<file path="config.mk">
export PLATFORM = sky130hd
export DESIGN_NAME = three_level_strict_priority_queue_core
export DESIGN_NICKNAME = d
export VERILOG_FILES = /design/src/splq_pkg.sv /design/src/splq_tag_ram.sv /design/src/splq_ctrl.sv /design/src/three_level_strict_priority_queue_core.sv
export VERILOG_INCLUDE_DIRS = /design/src /design/src/src
export SDC_FILE = /design/constraint.sdc
export NUM_CORES = 1
export LEC_CHECK = 0
export BUFFER_PORTS_ARGS = -buffer_cell sky130_fd_sc_hd__buf_4
export CORE_MARGIN = 2
export CORE_UTILIZATION = 35
export CTS_CLUSTER_DIAMETER = 30
export DETAILED_ROUTE_END_ITERATION = 16
export SLEW_MARGIN = 20
export SYNTH_ARGS = -nofsm -noshare
export SYNTH_HDL_FRONTEND = slang
export SYNTH_SLANG_ARGS = --single-unit
</file>
<file path="constraint.sdc">
create_clock -name clk -period 5.75 [get_ports clk]
set_input_delay 0.2875 -clock clk [delete_from_list [all_inputs] [get_ports clk]]
set_output_delay 0.2875 -clock clk [all_outputs]
set_load 0.005 [all_outputs]
</file>
<file path="src/three_level_strict_priority_queue_core_defines.svh">
// ----------------------------------------------------------------------------
// Assertion macros for the strict priority queue core
// Checks compile away when ASSERT_OFF is set.
// ----------------------------------------------------------------------------
`ifndef THREE_LEVEL_STRICT_PRIORITY_QUEUE_CORE_DEFINES_SVH
`define THREE_LEVEL_STRICT_PRIORITY_QUEUE_CORE_DEFINES_SVH

`ifndef ASSERT_OFF
// checked only out of reset
`define SPQ_ASSERT(lbl, prop, msg) \
  lbl: assert property (@(posedge clk) disable iff (!rst_n) prop) else $error(msg);
// checked at every edge, reset included
`define SPQ_ASSERT_ALWAYS(lbl, prop, msg) \
  lbl: assert property (@(posedge clk) prop) else $error(msg);
`else
`define SPQ_ASSERT(lbl, prop, msg)
`define SPQ_ASSERT_ALWAYS(lbl, prop, msg)
`endif

`endif

</file>
<file path="src/splq_pkg.sv">
// ----------------------------------------------------------------------------
// splq_pkg
// Types, codes and helpers shared by the strict priority queue modules.
// ----------------------------------------------------------------------------
package splq_pkg;

  localparam int QUEUE_DEPTH = 16;
  localparam int TAG_WIDTH   = 16;
  localparam int NUM_CLASSES = 3;
  localparam int NUM_ENTRIES = NUM_CLASSES * QUEUE_DEPTH;

  localparam int PTR_W  = $clog2(QUEUE_DEPTH);
  localparam int CNT_W  = $clog2(QUEUE_DEPTH + 1);
  localparam int ADDR_W = $clog2(NUM_ENTRIES);

  localparam logic ACT_PUSH = 1'b0;
  localparam logic ACT_POP  = 1'b1;

  localparam logic [1:0] CLS_RED     = 2'd0;
  localparam logic [1:0] CLS_YELLOW  = 2'd1;
  localparam logic [1:0] CLS_GREEN   = 2'd2;
  localparam logic [1:0] CLS_INVALID = 2'd3;

  typedef enum logic [2:0] {
    ST_PUSHED  = 3'd0,
    ST_POPPED  = 3'd1,
    ST_EMPTY   = 3'd2,
    ST_FULL    = 3'd3,
    ST_IGNORED = 3'd4
  } status_t;

  typedef struct packed {
    logic        action;
    logic [1:0]  urgency_class;
    logic [15:0] entry_tag;
  } in_word_t;

  typedef struct packed {
    status_t     status;
    logic [15:0] served_tag;
    logic [1:0]  served_class;
    logic        all_empty;
  } out_word_t;

  // tag store access for one step
  typedef struct packed {
    logic                 wr_en;
    logic [ADDR_W-1:0]    wr_addr;
    logic [TAG_WIDTH-1:0] wr_data;
    logic                 rd_en;
    logic [ADDR_W-1:0]    rd_addr;
  } ram_req_t;

  // per-step result without the tag, which comes from the store
  typedef struct packed {
    status_t    status;
    logic [1:0] served_class;
    logic       all_empty;
  } step_res_t;

  function automatic logic [PTR_W-1:0] next_pos(input logic [PTR_W-1:0] pos);
    return (pos == PTR_W'(QUEUE_DEPTH - 1)) ? '0 : pos + 1'b1;
  endfunction

  function automatic logic [ADDR_W-1:0] tag_addr(input logic [1:0]       cls,
                                                 input logic [PTR_W-1:0] pos);
    return ADDR_W'(cls) * ADDR_W'(QUEUE_DEPTH) + ADDR_W'(pos);
  endfunction

endpackage

</file>
<file path="src/splq_tag_ram.sv">
// ----------------------------------------------------------------------------
// splq_tag_ram
// Simple dual-port RAM, one write and one registered read port.
// ----------------------------------------------------------------------------
module splq_tag_ram #(
  parameter int WIDTH = 16,
  parameter int DEPTH = 48
) (
  input  logic                     clk,
  input  logic                     wr_en,
  input  logic [$clog2(DEPTH)-1:0] wr_addr,
  input  logic [WIDTH-1:0]         wr_data,
  input  logic                     rd_en,
  input  logic [$clog2(DEPTH)-1:0] rd_addr,
  output logic [WIDTH-1:0]         rd_data
);

  logic [WIDTH-1:0] mem [DEPTH];

  always_ff @(posedge clk) begin
    if (wr_en) begin
      mem[wr_addr] <= wr_data;
    end
  end

  // read data holds when not enabled
  always_ff @(posedge clk) begin
    if (rd_en) begin
      rd_data <= mem[rd_addr];
    end
  end

endmodule

</file>
<file path="src/splq_ctrl.sv">
// ----------------------------------------------------------------------------
// splq_ctrl
// Ring pointers and counts of the three class queues, push/pop decision.
// ----------------------------------------------------------------------------
`include "three_level_strict_priority_queue_core_defines.svh"

module splq_ctrl
  import splq_pkg::*;
(
  input  logic      clk,
  input  logic      rst_n,
  input  logic      step,
  input  in_word_t  word,
  output ram_req_t  req,
  output step_res_t res
);

  logic [PTR_W-1:0] rd_pos_r [NUM_CLASSES];
  logic [PTR_W-1:0] rd_pos_nxt [NUM_CLASSES];
  logic [PTR_W-1:0] wr_pos_r [NUM_CLASSES];
  logic [PTR_W-1:0] wr_pos_nxt [NUM_CLASSES];
  logic [CNT_W-1:0] cnt_r [NUM_CLASSES];
  logic [CNT_W-1:0] cnt_nxt [NUM_CLASSES];

  logic [1:0] cls;
  logic [1:0] sel;
  logic       hit;

  assign cls = word.urgency_class;

  always_comb begin
    rd_pos_nxt       = rd_pos_r;
    wr_pos_nxt       = wr_pos_r;
    cnt_nxt          = cnt_r;
    req              = '0;
    res.status       = ST_EMPTY;
    res.served_class = CLS_RED;
    sel              = CLS_RED;
    hit              = 1'b0;

    if (word.action == ACT_PUSH) begin
      if (cls == CLS_INVALID) begin
        res.status = ST_IGNORED;
      end else if (cnt_r[cls] == CNT_W'(QUEUE_DEPTH)) begin
        res.status = ST_FULL;
      end else begin
        res.status      = ST_PUSHED;
        req.wr_en       = step;
        req.wr_addr     = tag_addr(cls, wr_pos_r[cls]);
        req.wr_data     = TAG_WIDTH'(word.entry_tag);
        wr_pos_nxt[cls] = next_pos(wr_pos_r[cls]);
        cnt_nxt[cls]    = cnt_r[cls] + 1'b1;
      end
    end else begin
      // most urgent non-empty ring wins
      priority if (cnt_r[CLS_RED] != '0) begin
        sel = CLS_RED;
        hit = 1'b1;
      end else if (cnt_r[CLS_YELLOW] != '0) begin
        sel = CLS_YELLOW;
        hit = 1'b1;
      end else if (cnt_r[CLS_GREEN] != '0) begin
        sel = CLS_GREEN;
        hit = 1'b1;
      end else begin
        hit = 1'b0;
      end
      if (hit) begin
        res.status       = ST_POPPED;
        res.served_class = sel;
        req.rd_en        = step;
        req.rd_addr      = tag_addr(sel, rd_pos_r[sel]);
        rd_pos_nxt[sel]  = next_pos(rd_pos_r[sel]);
        cnt_nxt[sel]     = cnt_r[sel] - 1'b1;
      end
    end

    res.all_empty = (cnt_nxt[CLS_RED] == '0) && (cnt_nxt[CLS_YELLOW] == '0) &&
                    (cnt_nxt[CLS_GREEN] == '0);
  end

  always_ff @(posedge clk) begin
    if (!rst_n) begin
      for (int i = 0; i < NUM_CLASSES; i++) begin
        rd_pos_r[i] <= '0;
        wr_pos_r[i] <= '0;
        cnt_r[i]    <= '0;
      end
    end else if (step) begin
      rd_pos_r <= rd_pos_nxt;
      wr_pos_r <= wr_pos_nxt;
      cnt_r    <= cnt_nxt;
    end
  end

  `SPQ_ASSERT(a_cnt_bound,
    (cnt_r[CLS_RED] <= CNT_W'(QUEUE_DEPTH)) &&
    (cnt_r[CLS_YELLOW] <= CNT_W'(QUEUE_DEPTH)) &&
    (cnt_r[CLS_GREEN] <= CNT_W'(QUEUE_DEPTH)),
    "ring count above depth")
  `SPQ_ASSERT(a_empty_ptrs,
    ((cnt_r[CLS_RED] != '0) || (rd_pos_r[CLS_RED] == wr_pos_r[CLS_RED])) &&
    ((cnt_r[CLS_YELLOW] != '0) || (rd_pos_r[CLS_YELLOW] == wr_pos_r[CLS_YELLOW])) &&
    ((cnt_r[CLS_GREEN] != '0) || (rd_pos_r[CLS_GREEN] == wr_pos_r[CLS_GREEN])),
    "empty ring with split pointers")
  `SPQ_ASSERT(a_one_port, !(req.wr_en && req.rd_en), "read and write in one step")
  `SPQ_ASSERT(a_idle_hold,
    !step |=> $stable(cnt_r[CLS_RED]) && $stable(cnt_r[CLS_YELLOW]) &&
    $stable(cnt_r[CLS_GREEN]),
    "count moved without a step")
  `SPQ_ASSERT_ALWAYS(a_reset_clear,
    !rst_n |=> (cnt_r[CLS_RED] == '0) && (cnt_r[CLS_YELLOW] == '0) &&
    (cnt_r[CLS_GREEN] == '0),
    "counts not cleared by reset")

endmodule

</file>
<file path="src/three_level_strict_priority_queue_core.sv">
// ----------------------------------------------------------------------------
// three_level_strict_priority_queue_core: three-class strict priority FIFO of tags
// Throughput: one word per cycle while out_ready does not stall the result register.
// Stages: input register, decision, then result register.
// Reset: synchronous, clears ring pointers and counts; tag store is not cleared.
// ----------------------------------------------------------------------------
module three_level_strict_priority_queue_core
  import splq_pkg::*;
(
  input  logic      clk,
  input  logic      rst_n,
  input  logic      in_valid,
  output logic      in_ready,
  input  in_word_t  in_data,
  output logic      out_valid,
  input  logic      out_ready,
  output out_word_t out_data
);

  logic      s1_vld_r;
  in_word_t  s1_word_r;
  logic      out_vld_r;
  step_res_t res_r;
  logic      s1_adv;
  ram_req_t  req;
  step_res_t res;
  logic [TAG_WIDTH-1:0] rd_data;

  assign s1_adv   = s1_vld_r && (!out_vld_r || out_ready);
  assign in_ready = !s1_vld_r || s1_adv;

  always_ff @(posedge clk) begin
    if (!rst_n) begin
      s1_vld_r  <= 1'b0;
      out_vld_r <= 1'b0;
    end else begin
      if (in_valid && in_ready) begin
        s1_vld_r <= 1'b1;
      end else if (s1_adv) begin
        s1_vld_r <= 1'b0;
      end
      if (s1_adv) begin
        out_vld_r <= 1'b1;
      end else if (out_ready) begin
        out_vld_r <= 1'b0;
      end
    end
  end

  always_ff @(posedge clk) begin
    if (in_valid && in_ready) begin
      s1_word_r <= in_data;
    end
    if (s1_adv) begin
      res_r <= res;
    end
  end

  splq_ctrl u_ctrl (
    .clk   (clk),
    .rst_n (rst_n),
    .step  (s1_adv),
    .word  (s1_word_r),
    .req   (req),
    .res   (res)
  );

  splq_tag_ram #(
    .WIDTH (TAG_WIDTH),
    .DEPTH (NUM_ENTRIES)
  ) u_tag_ram (
    .clk     (clk),
    .wr_en   (req.wr_en),
    .wr_addr (req.wr_addr),
    .wr_data (req.wr_data),
    .rd_en   (req.rd_en),
    .rd_addr (req.rd_addr),
    .rd_data (rd_data)
  );

  // store read data lands with the result register and holds while stalled
  assign out_valid             = out_vld_r;
  assign out_data.status       = res_r.status;
  assign out_data.served_tag   = (res_r.status == ST_POPPED) ? 16'(rd_data) : '0;
  assign out_data.served_class = res_r.served_class;
  assign out_data.all_empty    = res_r.all_empty;

endmodule

</file>
## Yosys cells after proc, flatten, opt, wreduce, memory -nomap -nowiden

Memory sizes are Yosys's and may differ from the RTL's. A register that Yosys moved wholly into a read port is not among the register bits.
Cells that the tools add are included.

| storage, ports and cells | value |
|---|---|
| memories | 1 |
| RAM bits | 768 |
| word-level logic and storage cells | 113 |
| bits in registers | 66 |

| cells by class | value |
|---|---|
| add/sub/neg operators | 6 |
| order comparisons | 4 |
| multiplexer cells | 54 |
| bitwise gates (word level) | 5 |
| equality and inequality tests | 5 |
| reduce and logical (&&, ||, !) cells | 21 |

Memory list:

| name | depth | bits a word | read ports | clocked after Yosys merged registers in | write ports | RTL line | text |
|---|---|---|---|---|---|---|---|
| u_tag_ram.mem | 48 | 16 | 1 | 1 | 1 | splq_tag_ram.sv:18 | `logic [WIDTH-1:0] mem [DEPTH];` |

Operators by type and width:

| cell | number |
|---|---|
| 23-bit 2-to-1 mux | 3 |
| 15-bit 2-to-1 mux | 4 |
| 4-bit 2-to-1 mux | 9 |
| 15-bit bitwise mux | 2 |
| 5-bit 2-to-1 mux | 6 |
| 12-bit bitwise mux | 2 |
| 5-bit binary-select mux with 2-bit select | 2 |
| 5-bit demux with 2-bit select | 2 |
| 4-bit binary-select mux with 2-bit select | 2 |
| 4-bit demux with 2-bit select | 2 |
| 16-bit 2-to-1 mux | 1 |
| 5-bit logical NOT | 3 |
| 5-bit nonzero test | 3 |
| 7-bit 2-to-1 mux | 2 |
| 6-bit by 4-bit adder with 6-bit output | 2 |
| 1-bit 2-to-1 mux | 10 |
| 2-bit 2-to-1 mux | 5 |
| 4-bit by 1-bit adder with 4-bit output (second input constant) | 2 |
| 4-bit == test (second input constant) | 2 |
| 3-bit >= comparator (second input constant) | 2 |
| 1-bit logical AND | 6 |
| 3-bit by 1-bit less-than comparator with 1-bit output (second input constant) | 2 |
| 3-bit 2-to-1 mux | 2 |
| 2-bit NOT with 3-bit output | 2 |
| 12 further kinds | 17 |

## Depth between registers and ports, before layout

| logic depth | value |
|---|---|
| word-level depth | 16 |
| mapped depth | 16 |
| mapped depth without buffers | 13 |

## By module

Synthesis repeated with hierarchy kept, for this count alone.

| unflattened totals | value |
|---|---|
| cell total of the unflattened synthesis | 1,923 |
| area, all modules | 34,299.1 µm² |

Modules (own cells, without submodules):

| module | sequential area each (µm²) | cells each | area an instance (µm²) | times used |
|---|---|---|---|---|
| splq_tag_ram | 23,542.6 | 1,499 | 30,460.5 | 1 |
| splq_ctrl | 780.7 | 372 | 2,859.0 | 1 |
| three_level_strict_priority_queue_core | 790.8 | 52 | 979.7 | 1 |

## Worst setup path after synthesis

OpenSTA, ideal clock, no wires.

| path | value |
|---|---|
| path kind | reg2reg |
| start point | register s1_word_r[17] (netlist bit) |
| end point | memory u_tag_ram.mem[0][0] (enable) |
| buffers on the path | 3 |
| clock period less this slack | 4.047 ns |
| stages on the path, launching flop included | 13 |
| data arrival time | 3.638 ns |
| slack | 1.703 ns |
| setup time | 0.409 ns |
| data required time | 5.341 ns |
| cell sequence | edfxtp_1 buf_2 buf_1 mux2i_1 o21ai_0 inv_1 ha_1 o221ai_1 o31ai_2 a21oi_1 clkbuf_1 a21boi_0 nor3_1 |

| between the ends | value |
|---|---|
| longest elaborated chain between the ends | 10 |
| elaborated cells on any way between the ends | 15 |
| classes of those cells | add/sub: 1; eq/ne: 2; mux: 11; bitwise: 1 |

RTL lines:

| item | RTL line | text |
|---|---|---|
| start: declaration | three_level_strict_priority_queue_core.sv:21 | `in_word_t s1_word_r;` |
| start signal: assignment | three_level_strict_priority_queue_core.sv:52 | `s1_word_r <= in_data;` |
| parallel branches: the longest is 6 deep, another holds 6-bit by 4-bit adder with 6-bit output | - |  |
| 23-bit 2-to-1 mux * | splq_ctrl.sv:42 | `if (cls == CLS_INVALID) begin` |
| 23-bit 2-to-1 mux * | splq_ctrl.sv:41 | `if (word.action == ACT_PUSH) begin` |
| 1-bit 2-to-1 mux | splq_tag_ram.sv:21 | `if (wr_en) begin` |
| 1-bit 2-to-1 mux (implied by the code) | splq_tag_ram.sv:22 | `mem[wr_addr] <= wr_data;` |
| end: declaration | splq_tag_ram.sv:18 |  |

Mark *: on every way between the ends. The select of a mux whose other input is x is not followed.

## Final worst setup path

| path | value |
|---|---|
| start point | register s1_word_r[17] (netlist bit) |
| end point | memory u_tag_ram.mem[20][2] (enable) |

Same word-level chain as after synthesis.

==> metrics <==
status completed; Avg WL per Cell 25.1 um; Yosys warning count 0; first-pass GRT wire length 150,000 um; CTS resizes 0; final hold vios 0; Hold Crit Class input port to flop; core footprint 0.0986 mm^2; WP data arrival 5.10 ns; Worst IR Drop VDD 0.000287 V; xor/xnor cell area share of the yosys netlist 0.00277; Compound-Gate Fraction of Synth Area 0.0936; ys flop type edfxtp_1; Setup crit end kind flop; post-synthesis sequential area ratio 0.721; CP max-delay cell edfxtp_1; Worst Max-Slew Pin Slew 1.09 ns; syn_area_per_cell 14.2 um^2; #FFs+latches synth 850; TritonCTS clock tree done; starting DRC count in detailed routing 2,633; Final ANT Viol Nets 0; clock sink count 850; slew margin rel. 0.272; Die ar. 0.102 mm^2; Slew Viols, Final 0; initial antenna violation count 4; layout cell share with drive strength beyond 1 0.180; RSZ-0062 raised after global routing false; Max Clk Rate 213 MHz; slowest cell delay on critical path 0.67 ns; setup TNS 0 ns; Initial Util 0.353; period utilisation layout 0.815; Num CTS Buffers 167; Layout area overhead 23.6%; syn nets 2,479; critical path, cell by cell nor2b_1 > nand2_1 > o21ai_0 > inv_1 > ha_1 > o221ai_1 > o31ai_2 > a21oi_1 > buf_4 > nand2_1 > nor2_1 > nand2_1 > nor2_1 > buf_4; Critical Path RT 6.17 ns; Final Power 18.3 mW; total grt overflow 0; Tot GR Track Use 0.199; I/O Pins 47; Die Span Y 319 um; number of global-route vias before repair 22,400; placed wire-length estimate 63,900 um; synthesized cell area 0.0348 mm^2; Worst-Skew Late Latency 0.74 ns; Syn Inst Count 2,451; Leak 15.7 nW; final net count 2,669; Post-Synth Simple-Gate Area 0.0973; max capacitance violation total 0; crit path time final 4.68 ns; largest net degree at the start of global routing 127; Synth Area in Adders 0.00180; crit-path max FO 22; CP Launch Type flop; Antenna Cells 0; DRC Markers 0; crit-path most repeated cell nand2_1; via count 22,600; clk root buf clkbuf_16; final core utilization 0.437; Pwr per Cell Area 424 mW/mm^2; CTS Buffer Depth 3; Via density 5.54; final setup violation count 0; clk_skew 0.0283 ns; ys async rst share 0; combinational family with the most area after synthesis simple AND/OR/NAND/NOR gates; Clock transition at path regs 0.05 ns; final wirelength 102,000 um; IO buf count 46; width of the chip 319 um; FP Rows 115; Post-synth EDFFs 809; GPL Wtd Cong 0.898; H-tree levels 4; Setup CP Type flop to flop; mux contribution to synthesized area 0.0591; post-synth cell types 73; DRT Pass-1 Iters 6
## through the flow
step	hold slack, ns	worst slack (ns)	instances	instance area [um^2]
5_1_grt	0.270	0.648	4073	43000
3_5_place_dp	0.467	1.15	3734	36900
6_report	0.279	1.07	4073	43000
2_1_floorplan	0.386	1.70	2451	34800
4_1_cts	0.240	1.13	4073	43000
3_3_place_gp	0.466	1.27	3734	36900
## where the power goes
part / switching [mW] / internal (mW)
combinational: 1.11 / 0.427
sequential: 0.0368 / 6.86
clock: 3.32 / 6.50
## critical path, delay by kind of cell (launching register included)
kind,cells,cell delay (ns)
adders and majority gates,1,0.21
and+or+nand+nor,6,2.13
buffers and inverters,3,0.67
DFF,1,0.67
AOI/OAI and AO/OA,4,0.69
## metal layers
| layer | global-route usage | share of wire | vias to the layer above |
|---|---|---|---|
| met2 | 0.318 | 0.47 | 1044 |
| met3 | 0.0393 | 0.075 | 190 |
| met4 | 0.0817 | 0.034 | 0 |
| met1 | 0.265 | 0.42 | 11400 |
| li1 | - | - | 9925 |
| met5 | 0 | 0 | - |
## synth_stat cells (20+ instances only)
| cell type | n | area (um^2) |
|---|---|---|
| inv_1 | 33 | 124 |
| nand3_1 | 165 | 826 |
| a32oi_1 | 26 | 228 |
| o2111ai_1 | 26 | 228 |
| a221oi_1 | 21 | 184 |
| dfxtp_1 | 41 | 821 |
| mux2_4 | 20 | 300 |
| and2_1 | 38 | 238 |
| a21oi_1 | 74 | 370 |
| o21ai_0 | 40 | 200 |
| mux2i_1 | 170 | 1700 |
| nor2_1 | 84 | 315 |
| a211oi_1 | 41 | 308 |
| a31oi_1 | 50 | 313 |
| clkbuf_1 | 67 | 251 |
| edfxtp_1 | 809 | 24300 |
| nand2_1 | 375 | 1410 |
| buf_2 | 44 | 220 |
| buf_1 | 20 | 75.1 |
| a22oi_1 | 23 | 173 |
## kinds of logic after synthesis
logic type | Yosys count
flip-flops | 850
AO/OA/AOI/OAI | 452
AND/OR/NAND/NOR | 754
buffers and inverters | 184
multiplexers | 195
XOR/XNOR | 11
adder cells (fa/ha/maj) | 5
## flip-flops by register name (all words and copies together), names as in the netlist
name,count
u_tag_ram.mem,768
s1_word_r,19
u_tag_ram.rd_data,16
u_ctrl.cnt_r,15
u_ctrl.rd_pos_r,12
u_ctrl.wr_pos_r,12
out_data,6
out_valid,1
s1_vld_r,1
## final timing paths
check	cells after the start	slack [ns]	endpoint	start
worst min-delay path	2	0.28	s1_word_r[1]$_DFFE_PP_	in_data[1]
worst max register to register	14	1.07	u_tag_ram.mem[20][2]$_DFFE_PP_	s1_word_r[17]$_DFFE_PP_
worst min register to register	1	0.50	u_ctrl.wr_pos_r[11]$_SDFFE_PN0P_	u_ctrl.wr_pos_r[11]$_SDFFE_PN0P_
worst max-delay path	14	1.07	u_tag_ram.mem[20][2]$_DFFE_PP_	s1_word_r[17]$_DFFE_PP_
## layout by cell type (no fill, tap or decap), drive strengths merged, types with 21 or more instances in the layout
| cell type | instances |
|---|---|
| nand2 | 375 |
| a32oi | 26 |
| a22oi | 25 |
| a31oi | 50 |
| inv | 56 |
| clkinv | 72 |
| dlygate4sd3 | 25 |
| a211oi | 41 |
| o2111ai | 26 |
| a21oi | 76 |
| a221oi | 21 |
| bufinv | 23 |
| dfxtp | 41 |
| nand3 | 165 |
| o21ai | 53 |
| edfxtp | 809 |
| mux2 | 25 |
| clkbuf | 183 |
| buf | 143 |
| mux2i | 170 |
| nor2 | 88 |
| and2 | 38 |
## what timing repair did
action | CTS | global route
hold buffers | 25 | 0
endpoints found under the hold margin | 48 | 0
buffers inserted | 0 | 0
## layout make-up
class	count	area (um^2)
clock buffer	183	4300
clock inverter	131	1530
fill	8618	55500
inverter	37	139
multi-input combinational	1417	8980
sequential	850	25100
tap	1287	1610
timing repair buffer	168	1360
Power figures use the tool's default switching activity.
